## config.mk

```make
export PLATFORM = sky130hd
export DESIGN_NAME = q4bd_lane
export DESIGN_NICKNAME = d
export VERILOG_FILES = /design/src/rtl/q4bd_pkg.sv /design/src/rtl/q4bd_lane.sv
export SDC_FILE = /design/constraint.sdc
export NUM_CORES = 1
export LEC_CHECK = 0
export ABC_AREA = 1
export BUFFER_PORTS_ARGS = -buffer_cell sky130_fd_sc_hd__buf_2
export CAP_MARGIN = 10
export CORE_MARGIN = 10
export CORE_UTILIZATION = 55
export DETAILED_ROUTE_END_ITERATION = 12
export PLACE_DENSITY = 0.77
export RECOVER_POWER = 100
export SLEW_MARGIN = 20
export SYNTH_ARGS = -nofsm -noshare
export SYNTH_HDL_FRONTEND = slang
export SYNTH_SLANG_ARGS = --single-unit
export TNS_END_PERCENT = 10
```

## constraint.sdc

```tcl
create_clock -name i_clk -period 6.9 [get_ports i_clk]
set_input_delay 0.69 -clock i_clk [delete_from_list [all_inputs] [get_ports i_clk]]
set_output_delay 0.69 -clock i_clk [all_outputs]
set_load 0.03 [all_outputs]
```

## src/rtl/q4bd_pkg.sv

```systemverilog
// Package for the Q4 block dequantizer: sizes, lane request struct and
// the scale-times-code conversion to single precision. No dependencies.
package q4bd_pkg;

    localparam int BLOCK_ELEMS = 32;
    localparam int HALF_ELEMS  = 16;
    localparam logic [3:0] CODE_OFFSET = 4'd8;

    typedef struct packed {
        logic [15:0] scale;
        logic [3:0]  code;
    } t_lane_req;

    // Mantissa product is at most 11 x 4 bits; the leading-one search
    // runs over 14 bits, each step an independent compare.
    function automatic logic [31:0] scaled_bits(input logic [15:0] h, input logic [3:0] code);
        logic        hs;
        logic [4:0]  he;
        logic [9:0]  hm;
        logic        neg;
        logic [3:0]  mag;
        logic        sgn;
        logic [10:0] p11;
        logic [13:0] p;
        logic [4:0]  k;
        logic [7:0]  ex;
        logic [36:0] sh;
        logic [31:0] res;
        hs  = h[15];
        he  = h[14:10];
        hm  = h[9:0];
        neg = (code < CODE_OFFSET);
        mag = neg ? (CODE_OFFSET - code) : (code - CODE_OFFSET);
        sgn = hs ^ neg;
        p11 = (he == 5'd0) ? {1'b0, hm} : {1'b1, hm};
        p   = 14'(p11 * mag);
        k   = 5'd0;
        for (int j = 1; j < 14; j++) begin
            if (p[j]) k = 5'(j);
        end
        // Exponent: k + e2 + 127 where e2 = -24 (subnormal) or he - 25.
        ex  = (he == 5'd0) ? 8'(k + 5'd0 + 8'd103) : 8'({3'd0, he} + {3'd0, k} + 8'd102);
        sh  = {23'd0, p} << (5'd23 - k);
        if (he == 5'h1F) begin
            if (hm != 10'd0)      res = {hs, 8'hFF, hm | 10'h200, 13'd0};
            else if (mag == 4'd0) res = 32'h7FC00000;
            else                  res = {sgn, 8'hFF, 23'd0};
        end else if (p == 14'd0) begin
            res = {sgn, 31'd0};
        end else begin
            res = {sgn, ex, sh[22:0]};
        end
        return res;
    endfunction

endpackage

```

## src/rtl/q4bd_lane.sv

```systemverilog
// One dequantizer lane: registered scale-times-code conversion.
// Depends on q4bd_pkg.
module q4bd_lane (
    input  logic                 i_clk,
    input  logic                 i_en,
    input  q4bd_pkg::t_lane_req  i_req,
    output logic [31:0]          o_value
);
    logic [31:0] r_value;
    always_ff @(posedge i_clk) begin
        if (i_en) r_value <= q4bd_pkg::scaled_bits(i_req.scale, i_req.code);
    end
    assign o_value = r_value;
endmodule

```

### Word level (Yosys, flattened, before mapping)

Index checks and enable logic that the tools add are counted.

* register bits: 32
* input bits: 22
* output and inout port bits: 32
* word-level logic and storage cells: 37

* $add $sub $neg: 6
* multipliers: 1
* $lt $le $gt $ge: 1
* equal/unequal tests: 1
* shifts and indexed selects: 1
* multiplexer cells: 21
* bitwise logic cells: 1
* reduce and logical (&&, ||, !) cells: 4

Operator list (count)
* two-way mux 32 bit: 3
* two-way mux 5 bit: 13
* two-way mux 31 bit: 1
* left shift 14 x 5 -> 23 bit: 1
* logical NOT 14 bit: 1
* multiplier 11 x 4 -> 14 bit: 1
* two-way mux 11 bit: 1
* nonzero test 10 bit: 1
* adder 5 x 7 -> 8 bit, second input constant: 1
* adder 6 x 7 -> 8 bit, second input constant: 1
* two-way mux 8 bit: 1
* adder 5 x 5 -> 6 bit: 1
* equality test 5 bit, second input constant: 1
* logical NOT 5 bit: 1
* subtractor 5 bit, first input constant: 1
* logical NOT 4 bit: 1
* less-than comparator 4 bit, second input constant: 1
* two-way mux 4 bit: 1
* subtractor 4 bit, first input constant: 1
* subtractor 4 bit, second input constant: 1
* two-way mux 1 bit: 1
* bitwise XOR 1 bit: 1

### Logic depth before layout (Yosys ltp)

Gate-level depths: netlist (run 1).

* word-level depth: 22
* depth in mapped cells: 36
* mapped depth without buffers: 35

### Worst setup path before layout (run 1)

No wires, ideal clock.

* kind: in2reg
* start point: input i_req[0] (netlist bit)
* end point: register r_value[25], in the netlist o_value[25], data pin
* library setup time: 259 ps
* arrival: 5564 ps
* required time: 6641 ps
* path slack: 1077 ps
* cell stages on the path: 32
* path buffers: 2
* path through: clkbuf_1 inv_1 ha_1 inv_1 o21ai_0 clkinv_1 nor2_1 fa_1 inv_1 fa_1 inv_1 ha_1 a21oi_1 nand2_1 nand2_1 nand2_1 nand2_1 nand2_1 nand2_1 nand2_2 nand2_1 clkinv_1 nand2_1 nand2_4 buf_6 ha_1 inv_1 ha_1 fa_1 or2_2 o211ai_1 nand2_1

* longest elaborated chain between the ends: 22
* elaborated cells on any way between the ends: 26

RTL lines
* start: declaration: line q4bd_lane.sv:6 `input q4bd_pkg::t_lane_req i_req,`
* subtractor 4 bit or less-than comparator 4 bit (tied branches): line q4bd_pkg.sv:33, q4bd_pkg.sv:32
* two-way mux 4 bit (*): line q4bd_pkg.sv:33 `mag = neg ? (CODE_OFFSET - code) : (code - CODE_OFFSET);`
* multiplier 11 x 4 -> 14 bit (*): line q4bd_pkg.sv:36 `p = 14'(p11 * mag);`
* two-way mux 1 bit: line q4bd_pkg.sv:39 `if (p[j]) k = 5'(j);`
* two-way mux 5 bit (12 in series): line q4bd_pkg.sv:39
* two-way mux 5 bit: line q4bd_lane.sv:11 `if (i_en) r_value <= q4bd_pkg::scaled_bits(i_req.scale, i_req.code);`
* adder 5 x 5 -> 6 bit: line q4bd_pkg.sv:42 `ex = (he == 5'd0) ? 8'(k + 5'd0 + 8'd103) : 8'({3'd0, he} + {3'd0, k} + 8'd102);`
* adder 6 x 7 -> 8 bit: line q4bd_pkg.sv:42
* two-way mux 8 bit: line q4bd_pkg.sv:42
* two-way mux 31 bit (*): line q4bd_pkg.sv:48 `end else if (p == 14'd0) begin`
* two-way mux 32 bit (*): line q4bd_pkg.sv:44 `if (he == 5'h1F) begin`
* end signal: assignment: line q4bd_lane.sv:11
* end: declaration: line q4bd_lane.sv:9 `logic [31:0] r_value;`

Mark *: on every way between the ends. The rest lies on a longest branch, timed or not. The select of a mux whose other input is x is not followed.
A chain may end at the register's enable or synchronous reset.

### Worst setup path after layout (run 1)

* start point: input i_req[0] (netlist bit)
* end point: register r_value[27], in the netlist o_value[27], data pin

The elaborated chain is that of the path after synthesis.

==> flow_summary.yaml, run 1 <==
global_route:
  grt_pass1_wl_um: 14890
  antenna_found_initial: 0
  track_usage: 0.1704
  grt_pass1_vias: 3404
  grt_start_max_net_pins: 33
  grt-ovfl-total: 0
cells_and_area:
  layout-drive-gt1-share: 0.1044
  largest_reg_flops: 32
  nets: 661
  area_growth_pct: 10.62
  postLayoutCoreUtil: 0.6234
  n_antenna_cell: 0
synth:
  async_flop_share: 0
  synthFlopType: "edfxtp_1"
  synth_mux_area_frac: 0
  netlist_instances: 532
  ys_seq_area_frac: 0.2510
  synthSimpleGateAreaFrac: 0.3575
  synthXorXnorAreaFrac: 0.01961
  synth_cell_type_count: 42
  synth_top_family_by_area: "simple AND/OR/NAND/NOR gates"
  synth_warnings: 0
  synth_area_um2: 3829
  synth-seq-cells: 32
  yosys.area_share.adder: 0.1876
  synth_compound_area_frac: 0.05719
  synth_edf_count: 32
  avgSynthCellArea_um2: 7.197
setup_path:
  crit_required_ps: 6900
  crit_slowest_cell: "fa_1"
  slowest_delay_ps: 440
  crit_path_start: "i_req[0]"
  start_kind: "input port"
  cpMostUsedCell: "inv_1"
  critPathArrivalTime_ps: 6330
  crit_path_end_kind: "register"
  path_class: "input port to register"
  critPathMaxFanout: 13
clocking:
  cts.sinks: 32
  cts_max_path_buffers: 2
  cts_resized: 0
  cts_root_buffer: "clkbuf_8"
  cts.clk_slew.worst_paths_ps: 70
  htreeDepth: 2
  cts_setup_buffers: 0
  cts-buffers-inserted: 5
  cts_tree: "done"
  hold_buffers: 0
floorplan:
  num_rows: 30
  core_um2: 6794
  fp.dieW_um: 103.4
  die_area_um2: 10700
  die_height_um: 103.4
  initial_core_util: 0.5635
  io_pins: 54
placed_design:
  numPortBuffers: 53
  gp_congestion: 0.9140
  dp_slack_ps: 424.6
  dp_hpwl_um: 7656
timing:
  report.final.hold_viol_count: 0
  slew_headroom: -0.05671
  timing.final.crit_share: 0.9163
  drv_slew: 33
  fin_ws_ps: 577.2
  setup_violations: 0
  tightest_slew_ps: 1585
  layout_min_cycle_time_ps: 6323
  setup_tns_ps: 0
  max_freq_ghz: 0.1582
  rsz0062_at_grt: "no"
power:
  p_per_area_nw_per_um2: 345.0
  irDropWorstVdd_mv: 0.1273
  p_leak_uw: 0.002272
status:
  violations: "capacitance limit, slew limit"
  run_status: "finished with violations"
run:
  timing.max_cap.violations: 1
route:
  wl_per_cell_um: 13.13
  dr.pass1.iters: 6
  vias: 3514
  drt_iter0_drc: 272
  vias_per_cell: 5.093
  wirelength_um: 9059
  drtAntennaViolNets: 0
  drc: 0
min_path:
  hold_class: "input port to register"
  worstHoldStart: "i_req[12]"
path summary, 6_finish.rpt:
check,end,slack (ps),cells past startpoint
setup / recovery,o_value[27],580,30
hold / removal,o_value[21],730,3
per-layer routing:
metal  vias to the layer above  global-route usage  routed length [um]
li1                       1784                   -                   -
met1                      1587              0.1976                3600
met2                       123              0.3046                4594
met3                        20             0.02392                 638
met4                         0             0.07487                 226
met5                         -                   0                   0
worst max-delay path, delay by kind of cell:
family          cells  cell delay, ps
xor+xnor            1             160
buf+inv             8            1010
compound gates      5            1150
fa+ha+maj           6            2060
simple gates       10            1260
synth_stat cells (3+ instances only):
cell      number  area share
clkinv_1       5      0.0049
ha_1          27       0.088
nand2_2        7       0.011
edfxtp_1      32        0.25
xor2_1         3      0.0069
nand3b_1       3      0.0059
nand3_1       58       0.076
inv_2          6      0.0059
o211ai_1       4      0.0078
nand4_1        3      0.0049
a31oi_1        3      0.0049
buf_6          4       0.012
fa_1          19       0.099
a21oi_1       11       0.014
inv_1         97       0.095
nand3_2        6       0.016
o21ai_0       10       0.013
nor2_1        44       0.043
nand2_1      152        0.15
nand2_4        7       0.021
a21oi_2        3      0.0069
stage by stage:
step                power [uW]  area [um^2]  hold WS [ps]  std cells
floorplan                 1106         3862         802.5        541
finish                    1461         4235         730.7        690
global placement          1299         4185          1018        682
global route              1610         4235         754.6        690
CTS                       1487         4297         723.4        690
detailed placement        1313         4185          1014        682
kinds of logic after synthesis:
logic type	Yosys count
XOR/XNOR	6
AND/OR/NAND/NOR	292
other	1
buffers and inverters	118
adder cells (fa/ha/maj)	46
flip-flops	32
AO/OA/AOI/OAI	37
power by group:
part           leakage, uW  internal [uW]  switching (uW)
combinational      0.00191            290             679
sequential        0.000313            305            15.1
clock            0.0000541            107            65.1
cell usage in the layout, fill, tap and decap left out, types with 2 or more instances in the layout:
cell type	count
o21ai_0	10
and3_1	2
nand3_1	60
inv_2	5
clkbuf_8	5
nand3_2	4
fa_1	19
xor2_1	3
buf_2	19
o21ai_1	2
nand2_1	154
edfxtp_1	32
nand3b_1	3
ha_1	27
a21oi_2	2
xor2_2	2
a21oi_1	12
nor2_1	44
nand2_4	7
a31oi_1	3
inv_1	98
conb_1	10
nor2_2	2
clkbuf_1	34
nand2_2	5
o211ai_1	4
nand4_1	3
clkinv_1	5
nor4_1	2
cell type report:
class | instances | area, um^2
clock buffers | 5 | 68.82
clock inverters | 3 | 42.54
fillers | 657 | 2559
inverters | 110 | 420.4
multi-input cells | 391 | 2400
flip-flops and latches | 32 | 960.9
well taps | 96 | 120.1
repair buffers | 53 | 222.7
Power figures use the tool's default switching activity.
==> run 2, diff against run 1 <==
Settings changed: PLACE_DENSITY 0.77 to 0.74.
==> run 2 against run 1 <==
Net effect: the flow still finishes with violations (capacitance limit, slew limit); hold slack better by 15 ps; die area stayed put; combinational power is 0.5% lower; non-clock buffer count stayed put; utilization is 0.055 points higher; critical path depth stayed put; first-iteration DRC count is 15% higher; sequential share of layout area hardly changed.
==> flow_summary.yaml, run 2 (synthesized netlist as in run 1, its figures left out) <==
floorplan:
  die_area_um2: 10700
  fp.dieW_um: 103.4
  core_um2: 6794
  die_height_um: 103.4
  num_rows: 30
  io_pins: 54
  initial_core_util: 0.5635
global_route:
  grt-ovfl-total: 0
  grt_start_max_net_pins: 33
  grt_pass1_vias: 3361
  antenna_found_initial: 0
  grt_pass1_wl_um: 14770
  track_usage: 0.1679
status:
  violations: "capacitance limit, slew limit"
  run_status: "finished with violations"
cells_and_area:
  postLayoutCoreUtil: 0.6239
  nets: 661
  n_antenna_cell: 0
  layout_commonest_cell: "nand2_1"
  layout-drive-gt1-share: 0.1061
  area_growth_pct: 10.72
  mostFrequentLayoutCells: "154 x nand2_1, 98 x inv_1, 60 x nand3_1"
  largest_reg_flops: 32
  final.fill_count: 626
route:
  wirelength_um: 8942
  drc: 0
  wl_per_cell_um: 12.96
  dr.pass1.iters: 5
  vias_per_cell: 5.152
  drt_iter0_drc: 313
  vias: 3555
  drtAntennaViolNets: 0
placed_design:
  numPortBuffers: 53
  gp_congestion: 1.003
  dp_hpwl_um: 7482
  dp_slack_ps: 421.7
setup_path:
  path_class: "input port to register"
  slowest_delay_ps: 420
  crit_buf_inv: 9
  crit_path_start: "i_req[0]"
  cpMostUsedCell: "inv_1"
  cp_top_family: "adder cells"
  critPathMaxFanout: 13
  critPathArrivalTime_ps: 6270
  start_kind: "input port"
  crit_path_end_kind: "register"
  crit_slowest_cell: "fa_1"
  worstSetupPathDepth: 30
  crit_required_ps: 6910
timing:
  setup_tns_ps: 0
  setup_violations: 0
  tightest_slew_ps: 1575
  slew_headroom: -0.05001
  layout_min_cycle_time_ps: 6260
  timing.final.crit_share: 0.9072
  report.final.hold_viol_count: 0
  max_freq_ghz: 0.1598
  drv_slew: 33
  fin_ws_ps: 640.3
  rsz0062_at_grt: "no"
clocking:
  cts_setup_buffers: 0
  cts.clk_slew.worst_paths_ps: 70
  cts_tree: "done"
  cts_root_buffer: "clkbuf_8"
  cts.sinks: 32
  cts_max_path_buffers: 2
  cts_resized: 0
  cts-buffers-inserted: 5
  htreeDepth: 2
  hold_buffers: 0
power:
  p_per_area_nw_per_um2: 343.5
  p_leak_uw: 0.002272
  total_power_uw: 1456
  irDropWorstVdd_mv: 0.1314
min_path:
  min_path_cells: 3
  worstHoldStart: "i_req[12]"
  hold_class: "input port to register"
run:
  timing.max_cap.violations: 1
-- run 2: changes by cell type in the layout (fill, tap and decap cells not counted) --
cell / change
a21oi_1: -1
a21oi_2: +1
-- run 2: through the flow --
stage	hold WS, ps	area, um^2	instances
floorplan	802.5	3862	541
global placement	1017	4185	682
detailed placement	1024	4185	682
CTS	743.9	4297	690
global route	763.8	4239	690
finish	745.8	4239	690
-- run 2: power by group --
part	leakage (uW)	total [uW]	internal (uW)	switching, uW
Sequential	0.000313	320	305	15.8
Clock	0.0000541	171	107	64.5
Combinational	0.00191	965	292	673
-- run 2: final cells by class --
class	instances	area [um^2]	share of cell area
clock buffers	5	68.82	0.01623
clock inverters	3	42.54	0.01004
inverters	110	420.4	0.09917
multi-input cells	391	2404	0.5670
flip-flops and latches	32	960.9	0.2267
well taps	96	120.1	0.02834
repair buffers	53	222.7	0.05254
-- run 2: worst paths after layout --
kind,endpoint,slack [ps]
setup / recovery,o_value[27],640
hold / removal,o_value[21],750
-- run 2: worst min-delay path, stage by stage --
cell     delay [ps]
buf_2           110
nand2_1          60
nand2_1          50
-- run 2: layer usage --
metal / global-route usage / share of wire / vias to the layer above / wire (um)
li1: - / - / 1785 / -
met3: 0.02060 / 0.066 / 16 / 590
met5: 0 / 0 / - / 0
met4: 0.05348 / 0.021 / 0 / 189
met1: 0.2018 / 0.40 / 1641 / 3583
met2: 0.3031 / 0.51 / 113 / 4580
