### src/rtl/q4bd_pkg.sv
// Package for the Q4 block dequantizer: sizes, lane request struct and
// the scale-times-code conversion to single precision. No dependencies.
package q4bd_pkg;

    localparam int BLOCK_ELEMS = 32;
    localparam int HALF_ELEMS  = 16;
    localparam logic [3:0] CODE_OFFSET = 4'd8;

    typedef struct packed {
        logic [15:0] scale;
        logic [3:0]  code;
    } t_lane_req;

    // Mantissa product is at most 11 x 4 bits; the leading-one search
    // runs over 14 bits, each step an independent compare.
    function automatic logic [31:0] scaled_bits(input logic [15:0] h, input logic [3:0] code);
        logic        hs;
        logic [4:0]  he;
        logic [9:0]  hm;
        logic        neg;
        logic [3:0]  mag;
        logic        sgn;
        logic [10:0] p11;
        logic [13:0] p;
        logic [4:0]  k;
        logic [7:0]  ex;
        logic [36:0] sh;
        logic [31:0] res;
        hs  = h[15];
        he  = h[14:10];
        hm  = h[9:0];
        neg = (code < CODE_OFFSET);
        mag = neg ? (CODE_OFFSET - code) : (code - CODE_OFFSET);
        sgn = hs ^ neg;
        p11 = (he == 5'd0) ? {1'b0, hm} : {1'b1, hm};
        p   = 14'(p11 * mag);
        k   = 5'd0;
        for (int j = 1; j < 14; j++) begin
            if (p[j]) k = 5'(j);
        end
        // Exponent: k + e2 + 127 where e2 = -24 (subnormal) or he - 25.
        ex  = (he == 5'd0) ? 8'(k + 5'd0 + 8'd103) : 8'({3'd0, he} + {3'd0, k} + 8'd102);
        sh  = {23'd0, p} << (5'd23 - k);
        if (he == 5'h1F) begin
            if (hm != 10'd0)      res = {hs, 8'hFF, hm | 10'h200, 13'd0};
            else if (mag == 4'd0) res = 32'h7FC00000;
            else                  res = {sgn, 8'hFF, 23'd0};
        end else if (p == 14'd0) begin
            res = {sgn, 31'd0};
        end else begin
            res = {sgn, ex, sh[22:0]};
        end
        return res;
    endfunction

endpackage

### src/rtl/q4bd_merge.sv
// Merge stage: holds a block's lane results; emits one per cycle while ready.
// Depends on q4bd_pkg.
module q4bd_merge (
    input  logic              i_clk,
    input  logic              i_rst_n,
    input  logic              i_load,
    input  logic              i_final,
    input  logic [31:0]       i_lane_val [q4bd_pkg::BLOCK_ELEMS],
    output logic              o_busy,
    output logic              o_valid,
    input  logic              i_ready,
    output logic [31:0]       o_value_bits,
    output logic [4:0]        o_position,
    output logic              o_block_done,
    output logic              o_row_done
);
    localparam int LANES = q4bd_pkg::BLOCK_ELEMS;

    logic        r_valid, n_valid;
    logic [4:0]  r_pos, n_pos;
    logic        r_final;
    logic [31:0] r_vals [LANES];
    logic        last;

    wire fire = r_valid && i_ready;
    assign last    = fire && (r_pos == 5'(LANES - 1));
    assign o_busy  = r_valid && !last;

    always_comb begin
        n_valid = r_valid;
        n_pos   = r_pos;
        if (fire) begin
            n_pos = r_pos + 5'd1;
            if (r_pos == 5'(LANES - 1)) n_valid = 1'b0;
        end
        if (i_load) begin
            n_valid = 1'b1;
            n_pos   = 5'd0;
        end
    end

    always_ff @(posedge i_clk) begin
        if (!i_rst_n) begin
            r_valid <= 1'b0;
            r_pos   <= 5'd0;
        end else begin
            r_valid <= n_valid;
            r_pos   <= n_pos;
        end
        if (i_load) begin
            r_final <= i_final;
            r_vals  <= i_lane_val;
        end
    end

    assign o_valid      = r_valid;
    assign o_value_bits = r_vals[r_pos];
    assign o_position   = r_pos;
    assign o_block_done = (r_pos == 5'(LANES - 1));
    assign o_row_done   = o_block_done && r_final;
endmodule

### config.mk
export PLATFORM = sky130hd
export DESIGN_NAME = q4bd_merge
export DESIGN_NICKNAME = d
export VERILOG_FILES = /design/src/rtl/q4bd_pkg.sv /design/src/rtl/q4bd_merge.sv
export SDC_FILE = /design/constraint.sdc
export NUM_CORES = 1
export LEC_CHECK = 0
export ABC_CLOCK_PERIOD_IN_PS = 4700
export BUFFER_PORTS_ARGS = -buffer_cell sky130_fd_sc_hd__buf_4
export CAP_MARGIN = 20
export CORE_AREA = 2 2 414 416
export CTS_BUF_LIST = sky130_fd_sc_hd__clkbuf_8
export DETAILED_ROUTE_END_ITERATION = 10
export DIE_AREA = 0 0 416 418
export GPL_ROUTABILITY_DRIVEN = 0
export PLACE_DENSITY_LB_ADDON = 0.2
export SKIP_LAST_GASP = 1
export SLEW_MARGIN = 5
export SYNTH_ARGS = -nofsm -noshare
export SYNTH_HDL_FRONTEND = slang
export SYNTH_SLANG_ARGS = --single-unit
### constraint.sdc
create_clock -name i_clk -period 4.7 [get_ports i_clk]
set_input_delay 0.94 -clock i_clk [delete_from_list [all_inputs] [get_ports i_clk]]
set_output_delay 0.94 -clock i_clk [all_outputs]
set_load 0.01 [all_outputs]
Word level (Yosys, flattened, before mapping) --
Index checks and enable logic that the tools add are counted.
Operators by class: $add $sub $neg 1, $lt $le $gt $ge 1, equal/unequal tests 1, muxes and demuxes 6, bitwise gates (word level) 2, reduce and logical (&&, ||, !) cells 9
Operator list (number):
- $bmux W32 S5 | 1
- $mux W32 | 2
- $ge A6 B6 Y1 const B | 1
- $not A5 Y6 | 1
- $add A5 B1 Y5 const B | 1
- $eq A5 B5 Y1 const B | 1
- $logic_and A1 B1 Y1 | 4
- $reduce_bool A2 Y1 | 2
- $mux W1 | 3
- $reduce_and A2 Y1 | 1
- $reduce_or A2 Y1 | 1
- $logic_not A1 Y1 | 1
- $not A1 Y1 | 1
Word-level totals: register bits 1031, output and inout bits 41, word-level logic and storage cells 55

Logic depth before layout (Yosys ltp) --
Gate-level depths: netlist of run 1.
word-level depth 4, mapped depth 8, mapped depth without buffers 5

Least setup slack after synthesis of run 1 --
Ideal clock, no wire load.
path type register to output, start point reg r_pos[0], in the netlist o_position[0], end point out o_value_bits[10], data arrival time 1718 ps, slack 2042 ps, cell stages (with the launch flop) 6, path buffers 2, cell sequence dfxtp_1 -> buf_6 -> buf_2 -> mux4_2 -> a211oi_1 -> a22oi_1
Between the ends: cells in the longest elaborated chain, start to end 4
Ends and longest elaborated chain:
- from (decl) | RTL line q4bd_merge.sv:20 | logic [4:0] r_pos, n_pos;
- from (signal assigned) | RTL line q4bd_merge.sv:48 | r_pos <= n_pos;
- $not A5 Y6 (not written as such) | RTL line q4bd_merge.sv:57 | assign o_value_bits = r_vals[r_pos];
- $bmux W32 S5 | RTL line q4bd_merge.sv:57
- $mux W32 (not written as such) (2 in a row) | RTL line q4bd_merge.sv:57
- to (decl) | RTL line q4bd_merge.sv:12 | output logic [31:0] o_value_bits,
Every way passes these cells. The select of a mux whose other input is x is not followed.

Final worst setup path of run 1 --
start point reg r_pos[2], in the netlist o_position[2], end point out o_value_bits[9]
The elaborated chain is that of the path after synthesis.

==> impl_metrics.env, run 1 <==
export IMPL_core_area_um2=169000
export IMPL_p_sw_share_pct=23.5
export IMPL_rows=151
export IMPL_grt_overflow=0
export IMPL_slowest_delay_ps=640
export IMPL_grt_total_usage_pct=17.2
export IMPL_slowest_stage="dfxtp_4"
export IMPL_critPathBufInv=2
export IMPL_syn_area_per_cell_um2=22.8
export IMPL_start_util_pct=23.0
export IMPL_clk_pin_slew_ps=60
export IMPL_final_common_cell="buf_4"
export IMPL_drv_slew=0
export IMPL_wl_per_cell_um=29.2
export IMPL_grt_util_met3_pct=4.97
export IMPL_cts_tree="done"
export IMPL_critPathLaunch="o_position[2]"
export IMPL_avgViaCountPerCell=4.39
export IMPL_fp_dieW_um=416
export IMPL_clock_sinks=1031
export IMPL_post_route_period_util_pct=96.7
export IMPL_crit_chain="buf_12, mux4_2, a22oi_1, a22oi_1, buf_4"
export IMPL_r2r_cells=7
export IMPL_status="finished clean"
export IMPL_dr_pass1_iters=5
export IMPL_dieHeight_um=418
export IMPL_cap_violations=0
export IMPL_dieArea_um2=174000
export IMPL_clkLatencyLatePin_ps=940
export IMPL_syn_inst=1709
export IMPL_portBuffers=1069
export IMPL_ys_ff_latch=1031
export IMPL_fin_nets=3972
export IMPL_synth_cell_type_count=36
export IMPL_grt_pass1_wl_mm=203
export IMPL_ys_warn_count=0
export IMPL_crit_cells=5
export IMPL_tightest_slew_ps=976
export IMPL_cts_root_buffer="clkbuf_8"
export IMPL_synth_seq_area_share_pct=79.3
export IMPL_num_vias=23400
export IMPL_seqPwrFrac_pct=54.8
export IMPL_p_switching_mw=4.80
export IMPL_finalWorstSetupSlack_ps=154
export IMPL_gr_max_usage_layer="met2"
export IMPL_cp_max_fo=55
export IMPL_final_cell_mix="buf_4 (1116), edfxtp_1 (1025), mux4_2 (191), clkbuf_8 (183), mux2i_1 (129)"
export IMPL_reg2reg_slack_ps=2550
export IMPL_skew_ps=10.7
export IMPL_pin_count=1070
export IMPL_hold_path_depth=1
export IMPL_met2_usage_pct=28.6
export IMPL_antenna_found_initial=59
export IMPL_hold_viol=0
export IMPL_grt_max_degree=91
export IMPL_areaGrowthSynthToFinish_pct=37.3
export IMPL_crit_path_start_kind="flip-flop"
export IMPL_synthArstFlopShare_pct=0
export IMPL_fin_util_pct=31.6
export IMPL_dpl_hpwl_mm=115
export IMPL_r2r_end="o_valid"
export IMPL_hold_path_class="primary input to flip-flop"
export IMPL_timing_fmax_ghz=0.220
export IMPL_crit_type="flip-flop to primary output"
export IMPL_ant_nets=0
export IMPL_hold_slack_ps=132
export IMPL_p_int_mw=15.7
export IMPL_rsz0062_at_grt="false"
export IMPL_p_leak_nw=19.4
export IMPL_cpMostUsedCell="a22oi_1"
export IMPL_end_kind="primary output"
export IMPL_p_per_area_nw_per_um2=383
export IMPL_cts_buffers=183
export IMPL_cp_arrival_ps=3610
export IMPL_clockBufferDepth=3
export IMPL_synth_nets=2740
export IMPL_synth_ff_type="edfxtp_1"
export IMPL_drt_iter0_markers=2260
export IMPL_wirelength_mm=155
export IMPL_p_comb_share_pct=7.5
export IMPL_final_min_clock_period_ps=4550
export IMPL_drive_gt1_share_pct=51.0
export IMPL_crit_family="compound AO/OA/AOI/OAI gates"
export IMPL_hp_start="i_lane_val[918]"
export IMPL_synth_edff_count=1025
export IMPL_grt_met1_usage_pct=21.2
export IMPL_htree_num_levels=4
export IMPL_netlist_area_um2=38900
export IMPL_r2r_start="o_position[0]"
export IMPL_peakVddDrop_mv=0.290
export IMPL_post_place_ws_ps=755
export IMPL_finalSetupViolCount=0
export IMPL_grt_pass1_vias=24300
export IMPL_critPathRequiredTime_ps=3760
export IMPL_max_slew_margin_pct=34.9
export IMPL_min_to="r_vals[918]"
export IMPL_p_clk_share_pct=37.7
export IMPL_drc=0
==> worst register-to-register path, stage by stage, from the launching register on <==
cell and delay [ps]:
dfxtp_4 440, buf_12 240, buf_4 440, ha_1 260
and3_1 160, ha_1 200, a21boi_0 130, o21a_1 180
==> synthesized netlist by cell type (all sizes together) (2+ instances only) <==
master,n,area share (%)
nand2,4,0.039
nor2b,2,0.032
mux4,191,11
a22oi,95,1.8
a21oi,35,0.45
nand3,5,0.064
o22ai,31,0.50
nand2b,2,0.032
xor2,2,0.045
nor4,2,0.032
a211oi,31,0.60
mux2i,129,3.3
o221ai,32,0.72
dfxtp,6,0.31
nor2,3,0.048
clkbuf,54,0.52
ha,2,0.064
edfxtp,1025,79
buf,46,1.1
==> power groups by stage <==
stage / registers, mW / clock network, mW / logic, mW
3_3_place_gp: 11.4 / 0 / 1.54
2_1_floorplan: 11.2 / 0 / 0.440
6_report: 11.2 / 7.70 / 1.54
4_1_cts: 11.2 / 7.98 / 1.56
5_1_grt: 11.3 / 8.36 / 1.64
3_5_place_dp: 11.4 / 0 / 1.55
==> final cells by class <==
class	count	area [µm²]
fillers	16700	116000
flip-flops and latches	1031	30900
repair buffers	1146	8950
multi-input cells	579	7470
well taps	2218	2780
clock buffers	183	2520
clock inverters	125	737
diodes	41	103
==> state kept, by name, summed over array words and instances (netlist names) <==
| name | cells |
|---|---|
| o_valid | 1 |
| r_final | 1 |
| r_vals | 1024 |
| o_position | 5 |
==> how the worst max path moves through the flow <==
stage               slack (ps)                to
floorplan                 2040  o_value_bits[10]
global placement           780  o_value_bits[11]
detailed placement         760   o_value_bits[9]
CTS                         -4  o_value_bits[30]
global route                 9  o_value_bits[18]
finish                     150   o_value_bits[9]
==> metrics by stage <==
stage / instance area [µm²] / TNS, ps / instances / power, mW
floorplan: 38900 / 0 / 1709 / 11.7
global route: 53500 / 0 / 5321 / 21.3
global placement: 50000 / 0 / 4966 / 12.9
finish: 53500 / 0 / 5323 / 20.5
detailed placement: 50000 / 0 / 4966 / 12.9
CTS: 53400 / -3.97 / 5283 / 20.7
==> routing by layer <==
metal / vias up / wire (µm)
met5: - / 42
met4: 8 / 3660
met3: 206 / 11400
met2: 1094 / 79000
met1: 12200 / 61100
li1: 9906 / -
==> what timing repair did <==
action,CTS,global route
resized for setup,4,1
hold buffers,0,0
gates cloned,1,0
pin swaps,1,0
setup buffers,8,0
endpoints found under the setup margin,16,2
==> cells by family after synthesis <==
logic type | count (synthesis) | synth area share (%)
AOI/OAI and AO/OA | 229 | 4.19
and+or+nand+nor | 24 | 0.357
buffers and inverters | 100 | 1.61
DFF | 1031 | 79.3
muxes | 321 | 14.4
adders and majority gates | 2 | 0.0642
xor gates and xnor gates | 2 | 0.0450
Note: power is estimated with default switching activity, not from simulation.
==> run 2, diff against run 1 <==
--- a/config.mk
+++ b/config.mk
@@ -14,6 +14,7 @@
 export DIE_AREA = 0 0 416 418
 export GPL_ROUTABILITY_DRIVEN = 0
 export PLACE_DENSITY_LB_ADDON = 0.2
+export SETUP_SLACK_MARGIN = 0.4
 export SKIP_LAST_GASP = 1
 export SLEW_MARGIN = 5
 export SYNTH_ARGS = -nofsm -noshare
==> impl_metrics.env, run 2 (same netlist as run 1, synthesis figures left out) <==
export IMPL_fillers=16600
export IMPL_end_kind="primary output"
export IMPL_drive_gt1_share_pct=52.3
export IMPL_pin_count=1070
export IMPL_grt_overflow=0
export IMPL_cts_hold_buf=0
export IMPL_peakVddDrop_mv=0.286
export IMPL_hold_viol=0
export IMPL_max_slew_margin_pct=33.0
export IMPL_areaGrowthSynthToFinish_pct=38.8
export IMPL_largest_register_ffs=1024
export IMPL_final_common_cell="buf_4"
export IMPL_timing_fmax_ghz=0.243
export IMPL_clock_sinks=1031
export IMPL_hold_path_class="primary input to flip-flop"
export IMPL_skew_ps=8.66
export IMPL_rsz0062_at_grt="true"
export IMPL_cts_root_buffer="clkbuf_8"
export IMPL_cts_tree="done"
export IMPL_tns_ps=0
export IMPL_dpl_hpwl_mm=115
export IMPL_crit_type="flip-flop to primary output"
export IMPL_p_clk_share_pct=37.6
export IMPL_ant_nets=0
export IMPL_critPathRequiredTime_ps=3760
export IMPL_p_switching_mw=4.83
export IMPL_cp_arrival_ps=3180
export IMPL_grt_total_usage_pct=17.7
export IMPL_drv_slew=0
export IMPL_cts_buffers=183
export IMPL_clkLatencyLatePin_ps=930
export IMPL_final_min_clock_period_ps=4120
export IMPL_dr_pass1_iters=5
export IMPL_seqPwrFrac_pct=54.7
export IMPL_p_leak_nw=19.6
export IMPL_post_route_period_util_pct=87.7
export IMPL_crit_path_start_kind="flip-flop"
export IMPL_tightest_slew_ps=1010
export IMPL_drc=0
export IMPL_p_total_mw=20.5
export IMPL_dieArea_um2=174000
export IMPL_status="finished clean"
export IMPL_final_cell_mix="buf_4 (1112), edfxtp_1 (1025), mux4_2 (191), clkbuf_8 (183), mux2i_1 (122)"
export IMPL_clk_pin_slew_ps=60
export IMPL_finalSetupViolCount=0
export IMPL_cap_violations=0
export IMPL_clockBufferDepth=3
export IMPL_wl_per_cell_um=29.9
export IMPL_rows=151
export IMPL_wirelength_mm=159
export IMPL_fp_dieW_um=416
export IMPL_grt_pass1_wl_mm=208
export IMPL_p_sw_share_pct=23.6
export IMPL_fin_nets=3990
export IMPL_htree_num_levels=4
export IMPL_cp_max_fo=16
export IMPL_grt_max_degree=91
export IMPL_dieHeight_um=418
export IMPL_p_comb_share_pct=7.7
export IMPL_antenna_found_initial=37
export IMPL_drt_iter0_markers=2063
export IMPL_core_area_um2=169000
export IMPL_p_per_area_nw_per_um2=379
export IMPL_grt_pass1_vias=24400
export IMPL_multi_input_area_um2=7660
export IMPL_start_util_pct=23.0
export IMPL_num_vias=23500
export IMPL_top_register="r_vals"
export IMPL_avgViaCountPerCell=4.41
export IMPL_p_int_mw=15.7
export IMPL_seqCellArea_um2=30900
export IMPL_portBuffers=1069
run 2: through the flow:
step / cells / util (%) / cell area [µm²] / hold WS [ps] / setup slack (ps)
after floorplan: 1709 / - / 38900 / 534 / 2040
after global placement: 4966 / 29.6 / 50000 / 546 / 784
after detailed placement: 4966 / 29.6 / 50000 / 537 / 755
after CTS: 5300 / 31.9 / 53900 / 0.301 / 353
after global routing: 5323 / 32.0 / 54000 / 24.6 / 390
final: 5324 / 32.0 / 54000 / 138 / 576
run 2: power by group through the flow:
stage | combinational (mW) | clock [mW] | sequential [mW]
2_1_floorplan | 0.440 | 0 | 11.2
3_3_place_gp | 1.54 | 0 | 11.4
3_5_place_dp | 1.55 | 0 | 11.4
4_1_cts | 1.59 | 7.98 | 11.2
5_1_grt | 1.68 | 8.36 | 11.3
6_report | 1.58 | 7.72 | 11.2
run 2: repair_timing:
action | 4_1_cts | 5_1_grt
setup buffers | 20 | 0
gates cloned | 6 | 0
resized for setup | 50 | 18
pin swaps | 4 | 1
endpoints found under the setup margin | 34 | 14
run 2: worst paths after layout:
check             startpoint               to  slack, ps  depth (start not counted)
max reg2reg    o_position[0]          o_valid       2640                          8
max            o_position[0]  o_value_bits[9]        580                          7
min reg2reg          o_valid    o_position[1]        550                          2
min          i_lane_val[918]      r_vals[918]        140                          1
run 2: routing by layer:
| layer | track usage (%) | part of all wire [%] |
|---|---|---|
| met5 | 0 | 0.0044 |
| met4 | 5.43 | 1.9 |
| met3 | 4.47 | 6.8 |
| met2 | 29.9 | 51 |
| met1 | 22.3 | 40 |
run 2: layout make-up:
cell class	instances	share of cell area, %
multi-input cells	579	14.2
clock buffers	183	4.66
flip-flops and latches	1031	57.2
repair buffers	1164	17.3
diodes	24	0.111
clock inverters	125	1.36
well taps	2218	5.14
run 2: critical path, cell delays in order (launching register included):
cell and delay [ps]:
dfxtp_4 380, buf_12 130, buf_16 160, buf_16 210
mux4_2 540, a22oi_2 390, a22oi_1 200, buf_4 190
